<file path="src/design/pcf_pkg.sv">
`timescale 1ns / 1ps
// ----------------------------------------------------------------------------
// pcf_pkg
// Shared types and constants for the PCM channel to float32 converter.
// ----------------------------------------------------------------------------
package pcf_pkg;

    localparam int MAX_CHANNELS    = 32;
    localparam int MAX_FRAME_BYTES = 128;
    localparam int POS_W           = $clog2(MAX_FRAME_BYTES);

    localparam logic [7:0] EXP_BIAS = 8'd127;

    // Status codes of a result.
    localparam logic [1:0] STATUS_OK        = 2'd0;
    localparam logic [1:0] STATUS_NONFINITE = 2'd1;
    localparam logic [1:0] STATUS_CHANNEL   = 2'd2;

    // Configuration register indexes.
    localparam logic [2:0] REG_SAMPLE_FORMAT  = 3'd0;
    localparam logic [2:0] REG_SAMPLE_BYTES   = 3'd1;
    localparam logic [2:0] REG_CHANNEL_COUNT  = 3'd2;
    localparam logic [2:0] REG_CHANNEL_SELECT = 3'd3;
    localparam logic [2:0] REG_FRAME_COUNT    = 3'd4;

    // Scale exponents 8*N-1 for 16 and 24 bit samples; 32-bit samples use 31.
    localparam logic [4:0] SCALE_16 = 5'd15;
    localparam logic [4:0] SCALE_24 = 5'd23;

    // A gathered sample on its way from the frame tracker to the converter.
    typedef struct packed {
        logic [31:0] raw;
        logic [4:0]  scale;
        logic        is_float;
        logic [1:0]  status;
        logic        last;
    } req_t;

endpackage

</file>
<file path="src/design/pcf_front.sv">
`timescale 1ns / 1ps
// ----------------------------------------------------------------------------
// pcf_front
// Configuration registers, frame byte tracking and sample gathering.
// ----------------------------------------------------------------------------
module pcf_front (
    input  logic                clk,
    input  logic                rst_n,
    input  logic                cfg_write,
    input  logic [2:0]          cfg_index,
    input  logic [31:0]         cfg_data,
    input  logic                in_valid,
    output logic                in_stall,
    input  logic [7:0]          data_byte,
    output logic                req_valid,
    input  logic                req_ready,
    output pcf_pkg::req_t       req
);

    logic                         sample_format_reg;
    logic [2:0]                   sample_bytes_reg;
    logic [5:0]                   channel_count_reg;
    logic [4:0]                   channel_select_reg;
    logic [31:0]                  frame_count_reg;

    logic [pcf_pkg::POS_W-1:0]    pos_reg, pos_next;
    logic [31:0]                  gather_reg, gather_next;
    logic [31:0]                  frames_done_reg, frames_done_next;
    logic                         error_latched_reg, error_latched_next;
    logic                         req_valid_reg, req_valid_next;
    pcf_pkg::req_t                req_reg, req_next;

    logic [2:0]                   sb_eff;
    logic [5:0]                   cc_eff;
    logic [8:0]                   frame_bytes;
    logic [8:0]                   lane_off;
    logic [8:0]                   pos_ext;
    logic [8:0]                   lane_rel;
    logic                         chan_ok;
    logic                         active;
    logic                         accept;
    logic                         in_lane;
    logic                         frame_end;
    logic [31:0]                  gather_upd;
    logic                         nonfinite;

    assign in_stall  = req_valid_reg && !req_ready;
    assign accept    = in_valid && !in_stall;
    assign req_valid = req_valid_reg;
    assign req       = req_reg;

    always_comb
    begin
        if (sample_format_reg)
            sb_eff = 3'd4;
        else if (sample_bytes_reg < 3'd2)
            sb_eff = 3'd2;
        else if (sample_bytes_reg > 3'd4)
            sb_eff = 3'd4;
        else
            sb_eff = sample_bytes_reg;

        if (channel_count_reg == 6'd0)
            cc_eff = 6'd1;
        else if (channel_count_reg > 6'(pcf_pkg::MAX_CHANNELS))
            cc_eff = 6'(pcf_pkg::MAX_CHANNELS);
        else
            cc_eff = channel_count_reg;

        frame_bytes = 9'(cc_eff) * 9'(sb_eff);
        lane_off    = 9'(channel_select_reg) * 9'(sb_eff);
        chan_ok     = {1'b0, channel_select_reg} < cc_eff;
        active      = frames_done_reg < frame_count_reg;
        pos_ext     = 9'(pos_reg);
        lane_rel    = pos_ext - lane_off;
        in_lane     = chan_ok && (pos_ext >= lane_off) && (pos_ext < lane_off + 9'(sb_eff));
        gather_upd  = gather_reg;
        if (in_lane)
            gather_upd = gather_reg | (32'(data_byte) << {lane_rel[1:0], 3'b000});
        frame_end   = (pos_ext + 9'd1) >= frame_bytes;
        nonfinite   = sample_format_reg && (gather_upd[30:23] == 8'hFF);

        pos_next           = pos_reg;
        gather_next        = gather_reg;
        frames_done_next   = frames_done_reg;
        error_latched_next = error_latched_reg;
        req_valid_next     = req_valid_reg && !req_ready;
        req_next           = req_reg;

        if (accept && active)
        begin
            if (frame_end)
            begin
                pos_next          = '0;
                gather_next       = '0;
                frames_done_next  = frames_done_reg + 32'd1;
                req_valid_next    = 1'b1;
                req_next.raw      = gather_upd;
                req_next.scale    = 5'({sb_eff, 3'b000} - 6'd1);
                req_next.is_float = sample_format_reg;
                req_next.last     = (frames_done_reg + 32'd1) == frame_count_reg;
                if (!chan_ok)
                    req_next.status = pcf_pkg::STATUS_CHANNEL;
                else if (error_latched_reg || nonfinite)
                begin
                    req_next.status    = pcf_pkg::STATUS_NONFINITE;
                    error_latched_next = 1'b1;
                end
                else
                    req_next.status = pcf_pkg::STATUS_OK;
            end
            else
            begin
                pos_next    = pcf_pkg::POS_W'(pos_ext + 9'd1);
                gather_next = gather_upd;
            end
        end
    end

    always_ff @(posedge clk or negedge rst_n)
    begin
        if (!rst_n)
        begin
            sample_format_reg  <= 1'b0;
            sample_bytes_reg   <= 3'd2;
            channel_count_reg  <= 6'd1;
            channel_select_reg <= 5'd0;
            frame_count_reg    <= 32'd0;
            pos_reg            <= '0;
            gather_reg         <= '0;
            frames_done_reg    <= '0;
            error_latched_reg  <= 1'b0;
            req_valid_reg      <= 1'b0;
        end
        else
        begin
            if (cfg_write)
            begin
                unique case (cfg_index)
                    pcf_pkg::REG_SAMPLE_FORMAT:  sample_format_reg  <= cfg_data[0];
                    pcf_pkg::REG_SAMPLE_BYTES:   sample_bytes_reg   <= cfg_data[2:0];
                    pcf_pkg::REG_CHANNEL_COUNT:  channel_count_reg  <= cfg_data[5:0];
                    pcf_pkg::REG_CHANNEL_SELECT: channel_select_reg <= cfg_data[4:0];
                    pcf_pkg::REG_FRAME_COUNT:    frame_count_reg    <= cfg_data;
                    default: ;
                endcase
            end
            pos_reg           <= pos_next;
            gather_reg        <= gather_next;
            frames_done_reg   <= frames_done_next;
            error_latched_reg <= error_latched_next;
            req_valid_reg     <= req_valid_next;
        end
    end

    always_ff @(posedge clk)
    begin
        req_reg <= req_next;
    end

`ifndef NO_ASSERTIONS
    a_error_sticky: assert property (@(posedge clk) disable iff (!rst_n)
        error_latched_reg |=> error_latched_reg)
        else $error("latched error cleared without reset");

    a_req_held: assert property (@(posedge clk) disable iff (!rst_n)
        req_valid_reg && !req_ready |=> req_valid_reg && $stable(req_reg))
        else $error("pending sample lost or changed while stalled");

    a_nonfinite_latched: assert property (@(posedge clk) disable iff (!rst_n)
        req_valid_reg && (req_reg.status == pcf_pkg::STATUS_NONFINITE)
            |-> error_latched_reg)
        else $error("non-finite status sent without the error latched");
`endif

endmodule

</file>
<file path="src/design/pcf_conv.sv">
`timescale 1ns / 1ps
// ----------------------------------------------------------------------------
// pcf_conv
// Three-stage integer to IEEE single converter with float pass-through.
// ----------------------------------------------------------------------------
module pcf_conv (
    input  logic          clk,
    input  logic          rst_n,
    input  logic          req_valid,
    output logic          req_ready,
    input  pcf_pkg::req_t req,
    output logic          out_valid,
    input  logic          out_stall,
    output logic [31:0]   sample_float,
    output logic [1:0]    status,
    output logic          last
);

    typedef struct packed {
        logic [31:0] mag;
        logic        neg;
        logic [4:0]  scale;
        logic        is_float;
        logic [1:0]  status;
        logic        last;
    } stage_t;

    logic        b_valid_reg, c_valid_reg, d_valid_reg;
    stage_t      b_reg, b_next, c_reg;
    logic [4:0]  c_lead_reg, c_lead_next;
    logic        c_zero_reg, c_zero_next;
    logic [31:0] d_sample_reg, d_sample_next;
    logic [1:0]  d_status_reg;
    logic        d_last_reg;

    logic        ready_b, ready_c, ready_d;
    logic [31:0] sx;
    logic [31:0] norm;
    logic [23:0] mant_r;
    logic        round_up;
    logic [7:0]  exp_v;

    assign ready_d   = !d_valid_reg || !out_stall;
    assign ready_c   = !c_valid_reg || ready_d;
    assign ready_b   = !b_valid_reg || ready_c;
    assign req_ready = ready_b;

    // Stage B: sign extension and magnitude.
    always_comb
    begin
        case (req.scale)
            pcf_pkg::SCALE_16: sx = {{16{req.raw[15]}}, req.raw[15:0]};
            pcf_pkg::SCALE_24: sx = {{8{req.raw[23]}}, req.raw[23:0]};
            default:           sx = req.raw;
        endcase
        b_next.neg      = sx[31] && !req.is_float;
        b_next.mag      = req.is_float ? req.raw : (sx[31] ? (~sx + 32'd1) : sx);
        b_next.scale    = req.scale;
        b_next.is_float = req.is_float;
        b_next.status   = req.status;
        b_next.last     = req.last;
    end

    // Stage C: leading one search.
    always_comb
    begin
        c_lead_next = '0;
        for (int i = 0; i < 32; i++)
        begin
            if (b_reg.mag[i])
                c_lead_next = 5'(i);
        end
        c_zero_next = b_reg.mag == 32'd0;
    end

    // Stage D: normalise, round to nearest even and pack; floats pass.
    always_comb
    begin
        norm     = c_reg.mag << (5'd31 - c_lead_reg);
        round_up = norm[7] && ((|norm[6:0]) || norm[8]);
        mant_r   = {1'b0, norm[30:8]} + 24'(round_up);
        exp_v    = 8'(c_lead_reg) + pcf_pkg::EXP_BIAS - 8'(c_reg.scale) + 8'(mant_r[23]);
        if (c_reg.status != pcf_pkg::STATUS_OK)
            d_sample_next = '0;
        else if (c_reg.is_float)
            d_sample_next = c_reg.mag;
        else if (c_zero_reg)
            d_sample_next = '0;
        else
            d_sample_next = {c_reg.neg, exp_v, mant_r[22:0]};
    end

    always_ff @(posedge clk or negedge rst_n)
    begin
        if (!rst_n)
        begin
            b_valid_reg <= 1'b0;
            c_valid_reg <= 1'b0;
            d_valid_reg <= 1'b0;
        end
        else
        begin
            if (ready_b)
                b_valid_reg <= req_valid;
            if (ready_c)
                c_valid_reg <= b_valid_reg;
            if (ready_d)
                d_valid_reg <= c_valid_reg;
        end
    end

    always_ff @(posedge clk)
    begin
        if (ready_b)
            b_reg <= b_next;
        if (ready_c)
        begin
            c_reg      <= b_reg;
            c_lead_reg <= c_lead_next;
            c_zero_reg <= c_zero_next;
        end
        if (ready_d)
        begin
            d_sample_reg <= d_sample_next;
            d_status_reg <= c_reg.status;
            d_last_reg   <= c_reg.last;
        end
    end

    assign out_valid    = d_valid_reg;
    assign sample_float = d_sample_reg;
    assign status       = d_status_reg;
    assign last         = d_last_reg;

`ifndef NO_ASSERTIONS
    a_error_zero: assert property (@(posedge clk) disable iff (!rst_n)
        d_valid_reg && (d_status_reg != pcf_pkg::STATUS_OK) |-> d_sample_reg == 32'd0)
        else $error("error result carries a non-zero sample");

    a_out_held: assert property (@(posedge clk) disable iff (!rst_n)
        d_valid_reg && out_stall |=> d_valid_reg && $stable(d_sample_reg))
        else $error("stalled result changed");

    a_out_tags_held: assert property (@(posedge clk) disable iff (!rst_n)
        d_valid_reg && out_stall |=> $stable(d_status_reg) && $stable(d_last_reg))
        else $error("stalled status or last flag changed");
`endif

endmodule

</file>
<file path="src/design/pcm_channel_to_float32_top.sv">
`timescale 1ns / 1ps
// ----------------------------------------------------------------------------
// pcm_channel_to_float32_top
// Extracts one channel of an interleaved WAV data chunk as IEEE singles.
// ----------------------------------------------------------------------------
// The block takes one data-chunk byte per cycle and never holds the input
// back unless a finished sample is waiting behind a stalled output. The
// frame tracker updates its byte position and gathered bytes in the cycle a
// byte is accepted; on the last byte of a frame it hands the sample to a
// three-stage converter (magnitude, leading one search, normalise and
// round), so a result passes through the request register and the stage
// registers B, C and D before it is presented on the output.
// Throughput is one byte per cycle, set by the frame tracker, unless stalled.
// Configuration is written through a simple write port; the user must write
// it only while the block is idle, which the block does not enforce. Writes
// to indexes beyond the frame count register are ignored. Status 2 flags a
// channel outside the channel count, and status 1 flags a non-finite float
// sample and stays set for every later in-range transaction until reset.
// Bytes after the configured number of frames are accepted and dropped.
module pcm_channel_to_float32_top (
    input  logic        clk,
    input  logic        rst_n,
    input  logic        cfg_write,
    input  logic [2:0]  cfg_index,
    input  logic [31:0] cfg_data,
    input  logic        in_valid,
    output logic        in_stall,
    input  logic [7:0]  data_byte,
    output logic        out_valid,
    input  logic        out_stall,
    output logic [31:0] sample_float,
    output logic [1:0]  status,
    output logic        last
);

    // Gathered samples pass from the tracker to the converter as one struct.
    logic          req_valid;
    logic          req_ready;
    pcf_pkg::req_t req;

    pcf_front u_front (
        .clk       (clk),
        .rst_n     (rst_n),
        .cfg_write (cfg_write),
        .cfg_index (cfg_index),
        .cfg_data  (cfg_data),
        .in_valid  (in_valid),
        .in_stall  (in_stall),
        .data_byte (data_byte),
        .req_valid (req_valid),
        .req_ready (req_ready),
        .req       (req)
    );

    pcf_conv u_conv (
        .clk          (clk),
        .rst_n        (rst_n),
        .req_valid    (req_valid),
        .req_ready    (req_ready),
        .req          (req),
        .out_valid    (out_valid),
        .out_stall    (out_stall),
        .sample_float (sample_float),
        .status       (status),
        .last         (last)
    );

endmodule

</file>
<file path="config.mk">
export PLATFORM = sky130hd
export DESIGN_NAME = pcm_channel_to_float32_top
export DESIGN_NICKNAME = d
export VERILOG_FILES = /design/src/design/pcf_pkg.sv /design/src/design/pcf_front.sv /design/src/design/pcf_conv.sv /design/src/design/pcm_channel_to_float32_top.sv
export SDC_FILE = /design/constraint.sdc
export NUM_CORES = 1
export LEC_CHECK = 0
export ABC_AREA = 1
export BUFFER_PORTS_ARGS = -buffer_cell sky130_fd_sc_hd__buf_2
export CAP_MARGIN = 25
export CORE_ASPECT_RATIO = 0.6
export CORE_MARGIN = 4
export CORE_UTILIZATION = 65
export DETAILED_ROUTE_END_ITERATION = 10
export PLACE_DENSITY = 0.94
export SETUP_SLACK_MARGIN = 0.4
export SYNTH_ARGS = -nofsm -noshare
export SYNTH_HDL_FRONTEND = slang
export SYNTH_HIERARCHICAL = 1
export SYNTH_SLANG_ARGS = --single-unit
</file>
<file path="constraint.sdc">
create_clock -name clk -period 10.3 [get_ports clk]
set_input_delay 0.515 -clock clk [delete_from_list [all_inputs] [get_ports clk]]
set_output_delay 0.515 -clock clk [all_outputs]
set_load 0.1 [all_outputs]
</file>
==> flow_summary_export.csv <==
group,metric,value,unit
global_routing,grtUsageTotal,30.3,%
min_path,hold_depth,3,
timing,slew-limit-headroom,26.9,%
worst_setup_path,critPathLaunchType,"register",
power,power_density,323,nW/um^2
clock_tree,htree_levels,1,
timing,skew,23.1,ps
global_routing,overflow,0,
worst_setup_path,worst_r2r_path_depth,19,
timing,hold_violations,0,
final_layout,nets,2456,
synth,ys_ff_latch,286,
global_routing,grt_pass1_vias,14700,
timing,setup_viol,0,
global_routing,grt_pass1_wl,75400,um
worst_setup_path,worst_setup_path_end_kind,"register",
clock_tree,cts-root-buf,"clkbuf_16",
floorplanning,num_rows,47,
detailed_routing,num_vias,15700,
synth,synth-xor-area-share,4.08,%
placement,gp_congestion,0.964,
worst_setup_path,critPathRequiredTime,10470,ps
detailed_routing,post-route-drc-count,0,
clock_tree,cts_buffers,28,
synth,async_flop_share,43.0,%
final_layout,drive_above_1_share,10.3,%
final_layout,fill_cells,2083,
floorplanning,initial_core_util,66.1,%
clock_tree,clk_pin_slew,60,ps
run_status,outcome,"finished, final reports clean",
worst_setup_path,path_delay_family,"simple AND/OR/NAND/NOR gates",
min_path,hold_class,"in2reg",
timing,fmax,159,MHz
flow_run,maxCapViolCount,0,
synth,syn_avg_cell_area,8.06,sq um
synth,syn_inst,2262,
synth,synth.top_cells.by_count,"586 x nand2_1, 306 x inv_1, 199 x nor2_1",
global_routing,grt_max_degree,84,
power,ir_worst_vdd,0.000326,V
worst_setup_path,path_cells,"nor2_4 > nand2_4 > inv_1 > nand2_1 > fa_1 > inv_1 > ha_1 > fa_1 > xnor2_1 > ha_1 > nand4_1 > o221ai_1 > nand3_1 > nand2_1 > a21oi_1 > o21ai_0 > nand2_1 > nor2_4 > buf_4",
synth,synthAdderAreaFrac,7.06,%
synth,synth_edf_count,163,
placement,portBuffers,84,
worst_setup_path,path_max_fanout,83,
clock_tree,clock_path_buffers,3,
timing,finalSetupTns,0,ps
synth,synthTopCellsByArea,"edfxtp_1 27%, dfrtp_1 17%, nand2_1 12%",
detailed_routing,drtPass1Iterations,6,
worst_setup_path,slowest_stage,"nor2_4",
detailed_routing,final_antenna_net_count,0,
final_layout,area_delta_synth_final,8.65,%
synth,synth_seq_area_share,43.8,%
global_routing,antenna_found_initial,0,
timing,whs,203,ps
detailed_routing,via_per_inst,5.80,
synth,synth_top_family_by_area,"simple AND/OR/NAND/NOR gates",
clock_tree,cts.sinks,286,
detailed_routing,post_drt_wl_per_cell,17.4,um
synth,synthMuxAreaShare,0.494,%
detailed_routing,wl,46900,um
floorplanning,die-height,138,um
floorplanning,dieArea,30900,sq um
worst_setup_path,cp.depth,19,
floorplanning,io_pins,85,
timing,final_max_slew_viol_count,0,
synth,synth_area,18200,sq um
timing,period_needed,6280,ps
worst_setup_path,arrival,6450,ps
worst_setup_path,critPathMostFrequentCell,"nand2_1",
worst_setup_path,crit_buf_inv,3,
synth,synthSimpleGateAreaFrac,24.2,%
timing,worst_pin_slew,1100,ps
synth,yosys_warnings,6,
synth,yosys.area.top_type,"edfxtp_1",
power,leakage,9.34,nW
clock_tree,clock_latency,560,ps
clock_tree,tritoncts,"built",
floorplanning,die_x,224,um
synth,synth_cell_types,60,
clock_tree,cts_setup_buffers,0,
worst_setup_path,worstSetupPathType,"reg2reg",
detailed_routing,drtIter0Drc,1982,
placement,hpwl,35000,um
floorplanning,fp.coreArea,27600,sq um
synth,synth_compound_area_share,11.9,%
timing,finalCritPeriodShare,61.0,%
synth,synth.most_common_cell,"nand2_1",
timing,rsz0062_at_grt,"no",
worst_setup_path,cp_slowest_stage_delay,920,ps
synth,synth_top_area_share,26.9,%
synth,ys.flop_type,"edfxtp_1",
==> final cells by class <==
| cell class | instances | area [sq um] | share of cell area [%] |
|---|---|---|---|
| multi-input cells | 1586 | 8710 | 44.0 |
| flip-flops and latches | 286 | 7980 | 40.3 |
| inverters | 316 | 1190 | 5.99 |
| well taps | 367 | 459 | 2.32 |
| clock inverters | 15 | 133 | 0.670 |
| clock buffers | 37 | 776 | 3.92 |
| diodes | 1 | 2.50 | 0.0126 |
| repair buffers | 95 | 561 | 2.83 |
==> cells by family after synthesis <==
logic type,after synthesis
simple gates,1022
mux,9
other cells,1
buf+inv,392
fa+ha+maj,95
xor+xnor,85
compound gates,372
flops,286
==> layout by cell type (no fill, tap or decap), drive strengths merged, types with 2 or more instances in the layout <==
cell type and count:
a21o 2, a21oi 133, a22o 2, a2bb2oi 2, a31oi 8, and2 2
buf 94, bufinv 2, clkbuf 37, clkinv 10, clkinvlp 3, conb 3
dfrtp 121, dfstp 2, edfxtp 163, fa 13, ha 82, inv 316
mux2i 9, nand2 599, nand3 93, nand3b 4, nand4 34, nor2 220
nor3 44, nor4 12, o211ai 9, o21a 4, o21ai 194, o221ai 3
o31ai 9, or2 12, xnor2 16, xor2 69
==> report_power, final <==
group,switching (mW),total [mW],internal (mW)
clock network,0.445,1.03,0.581
logic,2.39,3.27,0.884
registers,0.376,2.11,1.73
total,3.21,6.40,3.19
==> tightest hold or removal path, cell delays in order <==
cell and delay, ps:
buf_2 70, nor2_1 30, a21oi_1 90
==> path summary, 6_finish.rpt <==
path                       slack (ps)                 startpoint                          end
max                              4020  u_front/sample_format_reg              u_front/req[11]
min                               200               cfg_data[25]  u_front/frame_count_reg[25]
max reg2reg                      4020  u_front/sample_format_reg              u_front/req[11]
min reg2reg                       410            u_conv/b_reg[9]              u_conv/c_reg[9]
max in group asynchronous        8690                      rst_n       u_front/gather_reg[11]
min in group asynchronous         330                      rst_n  u_front/frame_count_reg[20]
==> stage by stage <==
| stage | util (%) | cells | power, mW | worst slack, ps | area [sq um] |
|---|---|---|---|---|---|
| 2_1_floorplan | - | 2264 | 4.51 | 4120 | 18200 |
| 3_3_place_gp | 68.2 | 2646 | 5.12 | 4460 | 18800 |
| 3_5_place_dp | 68.4 | 2648 | 5.28 | 4260 | 18900 |
| 4_1_cts | 71.7 | 2700 | 6.33 | 4200 | 19800 |
| 5_1_grt | 71.8 | 2702 | 6.83 | 3670 | 19800 |
| 6_report | 71.8 | 2703 | 6.40 | 4020 | 19800 |
==> what timing repair did <==
action                                 CTS  global route
gates resized for setup                  0             0
endpoints found under the hold margin    0             8
hold buffers                             0             1
==> metal layers <==
layer / track usage, % / up-vias / routed length [um]
met2: 45.4 / 789 / 19900
met1: 45.2 / 7328 / 20800
met5: 0 / - / 0
met4: 5.81 / 0 / 726
met3: 7.90 / 75 / 5460
li1: - / 7495 / -
Power figures use the tool's default switching activity.
